$ cat src/sv/dcd_pkg.sv
package dcd_pkg;

	// Field widths of the result word.
	localparam int YEAR_W = 14;
	localparam int MONTH_W = 4;
	localparam int DOM_W = 5;
	localparam int WDAY_W = 3;

	// Calendar constants.
	localparam logic [17:0] DAYS_400Y = 18'd146097;
	localparam logic [YEAR_W-1:0] YEAR_BASE = 14'd2000;
	localparam logic [YEAR_W-1:0] YEARS_PER_CYCLE = 14'd400;
	localparam logic [WDAY_W-1:0] WEEKDAY_BASE = 3'd6;
	localparam logic [8:0] DAYS_LEAP = 9'd366;
	localparam logic [8:0] DAYS_COMMON = 9'd365;
	localparam logic [6:0] CENTURY_LAST = 7'd99;
	localparam logic [MONTH_W-1:0] LAST_MONTH = 4'd11;

	// Commands from the controller to the datapath.
	typedef struct packed {
		logic load;
		logic step_cycle;
		logic step_year;
		logic step_month;
		logic publish;
	} dcd_cmd_t;

	// Status from the datapath to the controller.
	typedef struct packed {
		logic cycle_ge;
		logic year_ge;
		logic month_ge;
		logic last_month;
	} dcd_stat_t;

	// Length of a month, indexed from 0 for January.
	function automatic logic [4:0] month_len(input logic [MONTH_W-1:0] mon, input logic leap);
		logic [4:0] len;
		unique case (mon)
			4'd1: len = leap ? 5'd29 : 5'd28;
			4'd3, 4'd5, 4'd8, 4'd10: len = 5'd30;
			default: len = 5'd31;
		endcase
		return len;
	endfunction

	// Reduce a value below 37 modulo 7 by three conditional subtractions.
	function automatic logic [WDAY_W-1:0] mod7(input logic [5:0] x);
		logic [5:0] v;
		v = x;
		if (v >= 6'd28) v = v - 6'd28;
		if (v >= 6'd14) v = v - 6'd14;
		if (v >= 6'd7) v = v - 6'd7;
		return v[WDAY_W-1:0];
	endfunction

endpackage

$ cat src/sv/dcd_count_if.sv
interface dcd_count_if #(
	parameter int COUNT_BITS = 22
);
	logic valid;
	logic ready;
	logic [COUNT_BITS-1:0] day_count;

	modport source (output valid, output day_count, input ready);
	modport sink (input valid, input day_count, output ready);
endinterface

$ cat src/sv/dcd_date_if.sv
interface dcd_date_if import dcd_pkg::*; ();
	logic valid;
	logic ready;
	logic [YEAR_W-1:0] year;
	logic [MONTH_W-1:0] month;
	logic [DOM_W-1:0] day_of_month;
	logic [WDAY_W-1:0] weekday;

	modport source (output valid, output year, output month, output day_of_month,
		output weekday, input ready);
	modport sink (input valid, input year, input month, input day_of_month,
		input weekday, output ready);
endinterface

$ cat src/sv/dcd_datapath.sv
module dcd_datapath import dcd_pkg::*; #(
	parameter int COUNT_BITS = 22
) (
	input logic clk,
	input logic [COUNT_BITS-1:0] day_count,
	input dcd_cmd_t cmd,
	output dcd_stat_t stat,
	output logic [YEAR_W-1:0] year,
	output logic [MONTH_W-1:0] month,
	output logic [DOM_W-1:0] day_of_month,
	output logic [WDAY_W-1:0] weekday
);

	localparam int CMP_W = (COUNT_BITS > 18) ? COUNT_BITS : 18;

	logic [COUNT_BITS-1:0] rem_q;
	logic [YEAR_W-1:0] year_q;
	logic [8:0] off_q;
	logic [6:0] c100_q;
	logic [WDAY_W-1:0] wd_q;
	logic [MONTH_W-1:0] mon_q;

	logic [YEAR_W-1:0] out_year_q;
	logic [MONTH_W-1:0] out_month_q;
	logic [DOM_W-1:0] out_dom_q;
	logic [WDAY_W-1:0] out_wday_q;

	logic [CMP_W-1:0] rem_x;
	logic leap;
	logic [8:0] year_len;
	logic [4:0] mon_len;
	logic [2:0] mon_shift;

	// Leap rule on the year offset within the 400-year cycle.
	assign leap = ((off_q[1:0] == 2'd0) && (c100_q != 7'd0)) || (off_q == 9'd0);
	assign year_len = leap ? DAYS_LEAP : DAYS_COMMON;
	assign mon_len = month_len(mon_q, leap);
	// Weekday advance of a whole month: its length modulo 7.
	assign mon_shift = mon_len[2:0] - 3'd4;

	assign rem_x = CMP_W'(rem_q);

	always_comb begin
		stat.cycle_ge = rem_x >= CMP_W'(DAYS_400Y);
		stat.year_ge = rem_x >= CMP_W'(year_len);
		stat.month_ge = rem_x >= CMP_W'(mon_len);
		stat.last_month = mon_q == LAST_MONTH;
	end

	// Working registers: remaining days and the date built up so far.
	always_ff @(posedge clk) begin
		if (cmd.load) begin
			rem_q <= day_count;
			year_q <= YEAR_BASE;
			off_q <= 9'd0;
			c100_q <= 7'd0;
			wd_q <= WEEKDAY_BASE;
			mon_q <= '0;
		end else if (cmd.step_cycle) begin
			// A 400-year cycle is a whole number of weeks.
			rem_q <= COUNT_BITS'(rem_x - CMP_W'(DAYS_400Y));
			year_q <= year_q + YEARS_PER_CYCLE;
		end else if (cmd.step_year) begin
			rem_q <= COUNT_BITS'(rem_x - CMP_W'(year_len));
			year_q <= year_q + 14'd1;
			off_q <= off_q + 9'd1;
			c100_q <= (c100_q == CENTURY_LAST) ? 7'd0 : c100_q + 7'd1;
			wd_q <= mod7({3'd0, wd_q} + (leap ? 6'd2 : 6'd1));
		end else if (cmd.step_month) begin
			rem_q <= COUNT_BITS'(rem_x - CMP_W'(mon_len));
			mon_q <= mon_q + 4'd1;
			wd_q <= mod7({3'd0, wd_q} + {3'd0, mon_shift});
		end
	end

	// Output register holding the finished word.
	always_ff @(posedge clk) begin
		if (cmd.publish) begin
			out_year_q <= year_q;
			out_month_q <= mon_q + 4'd1;
			out_dom_q <= rem_q[DOM_W-1:0] + 5'd1;
			out_wday_q <= mod7({3'd0, wd_q} + {1'b0, rem_q[DOM_W-1:0]});
		end
	end

	assign year = out_year_q;
	assign month = out_month_q;
	assign day_of_month = out_dom_q;
	assign weekday = out_wday_q;

endmodule

$ cat src/sv/dcd_ctrl.sv
module dcd_ctrl import dcd_pkg::*; (
	input logic clk,
	input logic arst_n,
	input logic in_valid,
	output logic in_ready,
	output logic out_valid,
	input logic out_ready,
	input dcd_stat_t stat,
	output dcd_cmd_t cmd
);

	typedef enum logic [2:0] {
		ST_IDLE,
		ST_CYCLE,
		ST_YEAR,
		ST_MONTH,
		ST_FINISH
	} state_t;

	state_t state_q;
	logic out_valid_q;
	logic slot_free;

	assign slot_free = !out_valid_q || out_ready;
	assign in_ready = state_q == ST_IDLE;
	assign out_valid = out_valid_q;

	// Commands follow the state and the datapath status.
	always_comb begin
		cmd.load = (state_q == ST_IDLE) && in_valid;
		cmd.step_cycle = (state_q == ST_CYCLE) && stat.cycle_ge;
		cmd.step_year = (state_q == ST_YEAR) && stat.year_ge;
		cmd.step_month = (state_q == ST_MONTH) && stat.month_ge && !stat.last_month;
		cmd.publish = (state_q == ST_FINISH) && slot_free;
	end

	// State and output valid.
	always_ff @(posedge clk or negedge arst_n) begin
		if (!arst_n) begin
			state_q <= ST_IDLE;
			out_valid_q <= 1'b0;
		end else begin
			// The output word is raised on publish and dropped once it is taken.
			if (cmd.publish) out_valid_q <= 1'b1;
			else if (out_ready) out_valid_q <= 1'b0;
			unique case (state_q)
				ST_IDLE: begin
					if (in_valid) state_q <= ST_CYCLE;
				end
				ST_CYCLE: begin
					if (!stat.cycle_ge) state_q <= ST_YEAR;
				end
				ST_YEAR: begin
					if (!stat.year_ge) state_q <= ST_MONTH;
				end
				ST_MONTH: begin
					if (!stat.month_ge || stat.last_month) state_q <= ST_FINISH;
				end
				ST_FINISH: begin
					if (slot_free) state_q <= ST_IDLE;
				end
				default: state_q <= ST_IDLE;
			endcase
		end
	end

endmodule

$ cat src/sv/day_count_to_date.sv
// Each accepted count is worked off in steps: first C, the number of whole 400-year cycles in
// the count, then Y (0..399) the remaining years and M (0..11) the months stripped; the word is
// then published once the output register is free.
// One word at a time: a new count is taken only once the previous word has been published.
// A finished word waits in the output register while the next count is taken.
// Reset (arst_n low) clears the controller and the output valid at once.
module day_count_to_date import dcd_pkg::*; #(
	parameter int COUNT_BITS = 22
) (
	input logic clk,
	input logic arst_n,
	dcd_count_if.sink count,
	dcd_date_if.source date
);

	dcd_cmd_t cmd;
	dcd_stat_t stat;
	logic [COUNT_BITS-1:0] day_count;

	assign day_count = count.day_count;

	dcd_ctrl u_ctrl (
		.clk (clk),
		.arst_n (arst_n),
		.in_valid (count.valid),
		.in_ready (count.ready),
		.out_valid (date.valid),
		.out_ready (date.ready),
		.stat (stat),
		.cmd (cmd)
	);

	dcd_datapath #(
		.COUNT_BITS (COUNT_BITS)
	) u_datapath (
		.clk (clk),
		.day_count (day_count),
		.cmd (cmd),
		.stat (stat),
		.year (date.year),
		.month (date.month),
		.day_of_month (date.day_of_month),
		.weekday (date.weekday)
	);

endmodule

$ cat src/flat_wrapper.sv
// flat-port wrapper written by rule: the top's interface ports become plain ports
module day_count_to_date_flat import dcd_pkg::*;
#(
	parameter int COUNT_BITS = 22
)
  (clk, arst_n, count_valid, count_day_count, count_ready, date_valid, date_year, date_month, date_day_of_month, date_weekday, date_ready);
  dcd_count_if #(.COUNT_BITS(COUNT_BITS)) count_i ();
  dcd_date_if date_i ();
  input logic clk;
  input logic arst_n;
  input wire logic [$bits(count_i.valid)-1:0] count_valid;
  input wire logic [$bits(count_i.day_count)-1:0] count_day_count;
  output wire logic [$bits(count_i.ready)-1:0] count_ready;
  output wire logic [$bits(date_i.valid)-1:0] date_valid;
  output wire logic [$bits(date_i.year)-1:0] date_year;
  output wire logic [$bits(date_i.month)-1:0] date_month;
  output wire logic [$bits(date_i.day_of_month)-1:0] date_day_of_month;
  output wire logic [$bits(date_i.weekday)-1:0] date_weekday;
  input wire logic [$bits(date_i.ready)-1:0] date_ready;
  assign count_i.valid = count_valid;
  assign count_i.day_count = count_day_count;
  assign count_ready = count_i.ready;
  assign date_valid = date_i.valid;
  assign date_year = date_i.year;
  assign date_month = date_i.month;
  assign date_day_of_month = date_i.day_of_month;
  assign date_weekday = date_i.weekday;
  assign date_i.ready = date_ready;
  day_count_to_date #(.COUNT_BITS(COUNT_BITS)) u_core (.clk(clk), .arst_n(arst_n), .count(count_i), .date(date_i));
endmodule
$ cat config.mk
export PLATFORM = sky130hd
export DESIGN_NAME = day_count_to_date_flat
export DESIGN_NICKNAME = d
export VERILOG_FILES = /design/src/sv/dcd_pkg.sv /design/src/sv/dcd_count_if.sv /design/src/sv/dcd_date_if.sv /design/src/sv/dcd_datapath.sv /design/src/sv/dcd_ctrl.sv /design/src/sv/day_count_to_date.sv /design/src/flat_wrapper.sv
export SDC_FILE = /design/constraint.sdc
export NUM_CORES = 1
export LEC_CHECK = 0
export ABC_AREA = 0
export BUFFER_PORTS_ARGS = -buffer_cell sky130_fd_sc_hd__buf_2
export CAP_MARGIN = 20
export CELL_PAD_IN_SITES_DETAIL_PLACEMENT = 0
export CELL_PAD_IN_SITES_GLOBAL_PLACEMENT = 1
export CORE_MARGIN = 3
export CORE_UTILIZATION = 35
export CTS_CLUSTER_DIAMETER = 120
export CTS_CLUSTER_SIZE = 16
export DETAILED_ROUTE_END_ITERATION = 7
export PLACE_DENSITY_LB_ADDON = 0.1
export SLEW_MARGIN = 10
export SYNTH_ARGS = -nofsm -noshare
export SYNTH_HDL_FRONTEND = slang
export SYNTH_SLANG_ARGS = --single-unit
$ cat constraint.sdc
create_clock -name clk -period 5.34 [get_ports clk]
set_input_delay 0.534 -clock clk [delete_from_list [all_inputs] [get_ports clk]]
set_output_delay 0.534 -clock clk [all_outputs]
set_load 0.03 [all_outputs]
==> metrics.yaml <==
setup_path:
  worstPathRequired_ns: 5.60
  r2r_slack_ns: 0.95
  cp-end-kind: "register"
  critPathKind: "register to register"
  cp-start-kind: "register"
  reg2reg_from: "u_core.u_datapath.off_q[4]"
  arrival_ns: 4.65
  crit_fanout: 5
  worstRegToRegCells: 17
  r2r_end: "u_core.u_datapath.wd_q[0]"
yosys:
  synth_nets: 706
  yosysTopAreaCell: "edfxtp_1"
  postSynthRegisterBits: 89
  synth-edff-count: 48
  synth_cells: 642
  yosys-top-cells-area: "edfxtp_1 (25%), dfxtp_1 (13%), ha_1 (7.1%)"
  yosysWarnings: 0
  synth_flop_cell: "edfxtp_1"
  yosysSeqAreaShare_pct: 39.2
  netlist.area_leader.share_pct: 24.8
  async_flop_share_pct: 4.49
  synthDistinctLibCells: 75
  syn_area_um2: 5820
  avgSynthCellArea_um2: 9.07
global_route:
  antenna_found_initial: 0
  grt_max_degree: 49
  grt.total_usage_pct: 16.3
  grt_pass1_vias: 4566
  grt_overflow: 0
  grt_pass1_wl_um: 23700
detailed_routing:
  drc_errors: 0
  drt_first_pass_iters: 4
  vias: 4722
  ant_nets: 0
  drt_wl_total_um: 14500
  drt-initial-drc-count: 183
  drt-vias-per-instance: 5.22
  wl_per_cell_um: 16.1
cts:
  cts-buffers-inserted: 9
  cts_setup_buffers: 0
  cts_root_buf: "clkbuf_16"
  clk_latency_ns: 0.36
  cts_sinks: 89
  htree_num_levels: 3
  cts_buffer_depth: 2
  clkTransAtPathRegs_ns: 0.08
  cts.repair.resized: 0
  cts_tree: "yes"
cells_and_area:
  area_delta_synth_final_pct: 13.3
  ff_latch_area_um2: 2280
  final_cell_mix: "nor2_1 (64), nand2_1 (59), buf_2 (53)"
  nFillCells: 1600
  final_common_cell: "nor2_1"
  n_antenna_cell: 0
  drive_gt1_share_pct: 14.4
  num-nets-final: 748
  multi_input_area_um2: 3260
hold_path:
  worstHoldEndpoint: "u_core.u_datapath.rem_q[13]"
  hold_start: "count_day_count[13]"
  min_path_cells: 3
  worstHoldPathType: "input pin to register"
timing:
  fin_crit_sh_pct: 82.2
  hold_violations: 0
  fmax_mhz: 228
  rsz0062_at_grt: "false"
  relSlewSlack_pct: 37.4
  worstMarginPinSlew_ns: 0.939
  post-route-min-period_ns: 4.39
  hold_ws_ns: 0.445
  finClkSkew_ns: 0.0163
  setup_violations: 0
  slew_viol_final: 0
  fin_setup_tns_ns: 0
floorplan:
  core_area_um2: 16100
  ios: 54
  rows: 46
  initial_core_util_pct: 36.3
  die_w_um: 135
  die-area_um2: 18200
  die_height_um: 135
run:
  drv_cap: 0
placement:
  portBuffers: 53
  dp_hpwl_um: 10500
  place_congestion: 0.859
status:
  status: "finished clean"
-- area by class of cell --
cell class | instances | area share (%)
Clock buffer | 9 | 3.41
Timing Repair Buffer | 63 | 5.19
Tap cell | 216 | 4.09
Multi-Input combinational cell | 483 | 49.5
Sequential cell | 89 | 34.6
Clock inverter | 7 | 1.10
Inverter | 38 | 2.16
-- what timing repair did --
action                                  CTS  global route
endpoints found under the setup margin    0             0
hold buffers                              1             0
hold endpoints to repair                  4             0
-- layer usage --
layer / up-vias / part of all wire (%) / global-route usage [%]
li1: 2400 / - / -
met1: 2245 / 49 / 23.0
met2: 73 / 47 / 25.8
met3: 4 / 3.5 / 2.27
met4: 0 / 0.61 / 5.21
met5: - / 0 / 0
-- flip-flops by register name, summed over array words and instances (netlist names) --
signal and flops:
u_core.u_datapath.weekday 3, u_core.u_ctrl.out_valid 1, u_core.u_datapath.off_q 9, u_core.u_datapath.year 14
u_core.u_datapath.year_q 14, u_core.u_ctrl.state_q 3, u_core.u_datapath.rem_q 22, u_core.u_datapath.mon_q 4
u_core.u_datapath.month 4, u_core.u_datapath.c100_q 7, u_core.u_datapath.wd_q 3, u_core.u_datapath.day_of_month 5
-- cells by family (layout without fill, tap and decap cells) --
group / after synthesis / count (layout) / share of synthesized area, %
compound gates: 161 / 161 / 18.6
xor+xnor: 55 / 55 / 8.40
buf+inv: 70 / 117 / 4.86
flops: 89 / 89 / 39.2
fa+ha+maj: 38 / 38 / 8.81
simple gates: 217 / 217 / 18.0
mux: 12 / 12 / 2.15
-- worst max-delay path by stage --
stage	cells past startpoint	slack, ns	start	to
3_3_place_gp	12	1.08	u_core.u_datapath.c100_q[2]	u_core.u_datapath.rem_q[2]
5_1_grt	17	0.54	u_core.u_datapath.off_q[4]	u_core.u_datapath.wd_q[0]
4_1_cts	17	0.88	u_core.u_datapath.off_q[4]	u_core.u_datapath.wd_q[0]
2_1_floorplan	17	1.42	u_core.u_datapath.off_q[4]	u_core.u_datapath.wd_q[0]
6_report	17	0.95	u_core.u_datapath.off_q[4]	u_core.u_datapath.wd_q[0]
3_5_place_dp	17	0.92	u_core.u_datapath.off_q[4]	u_core.u_datapath.wd_q[0]
-- per-stage QoR --
stage | utilization [%] | worst slack, ns | cells | instance area, um^2
4_1_cts | 41.1 | 0.885 | 905 | 6600
6_report | 41.1 | 0.952 | 905 | 6600
3_5_place_dp | 39.2 | 0.921 | 888 | 6290
2_1_floorplan | - | 1.42 | 642 | 5820
3_3_place_gp | 39.2 | 1.08 | 888 | 6290
5_1_grt | 41.1 | 0.539 | 905 | 6600
-- critical path: stages, from the launching register on --
cell and delay, ns:
dfxtp_1 0.35, or4_1 0.52, nor4_1 0.20, o21ai_0 0.32, inv_1 0.22, a21oi_1 0.09
a21oi_1 0.19, ha_1 0.21, inv_1 0.06, fa_1 0.49, xnor2_1 0.22, ha_1 0.27
o41a_1 0.46, a21o_1 0.22, xnor2_1 0.12, nor2_1 0.09, a21oi_1 0.05, a211oi_1 0.21
-- cell usage after synthesis, types with 4 or more instances --
cell type / instances
nand2_1: 59
nand4_1: 10
xor2_1: 29
a31oi_1: 8
clkbuf_1: 22
a21oi_1: 41
nor2_1: 64
o22ai_1: 5
buf_2: 7
inv_1: 37
o21ai_1: 6
or3_1: 4
nor2b_1: 6
dfrtp_1: 4
xnor2_1: 25
dfxtp_1: 37
nor3b_1: 5
nor4_1: 8
a31o_2: 4
nand3_1: 22
mux2i_1: 11
a21o_1: 7
o21a_1: 4
nor3_1: 9
o31ai_1: 5
and3_1: 6
fa_1: 5
ha_1: 33
nand2b_1: 8
o21ai_0: 40
edfxtp_1: 48
Power is left out: the tool's default activity adds up to more than one toggle a clock period on the data nets, which glitch-free logic cannot reach.
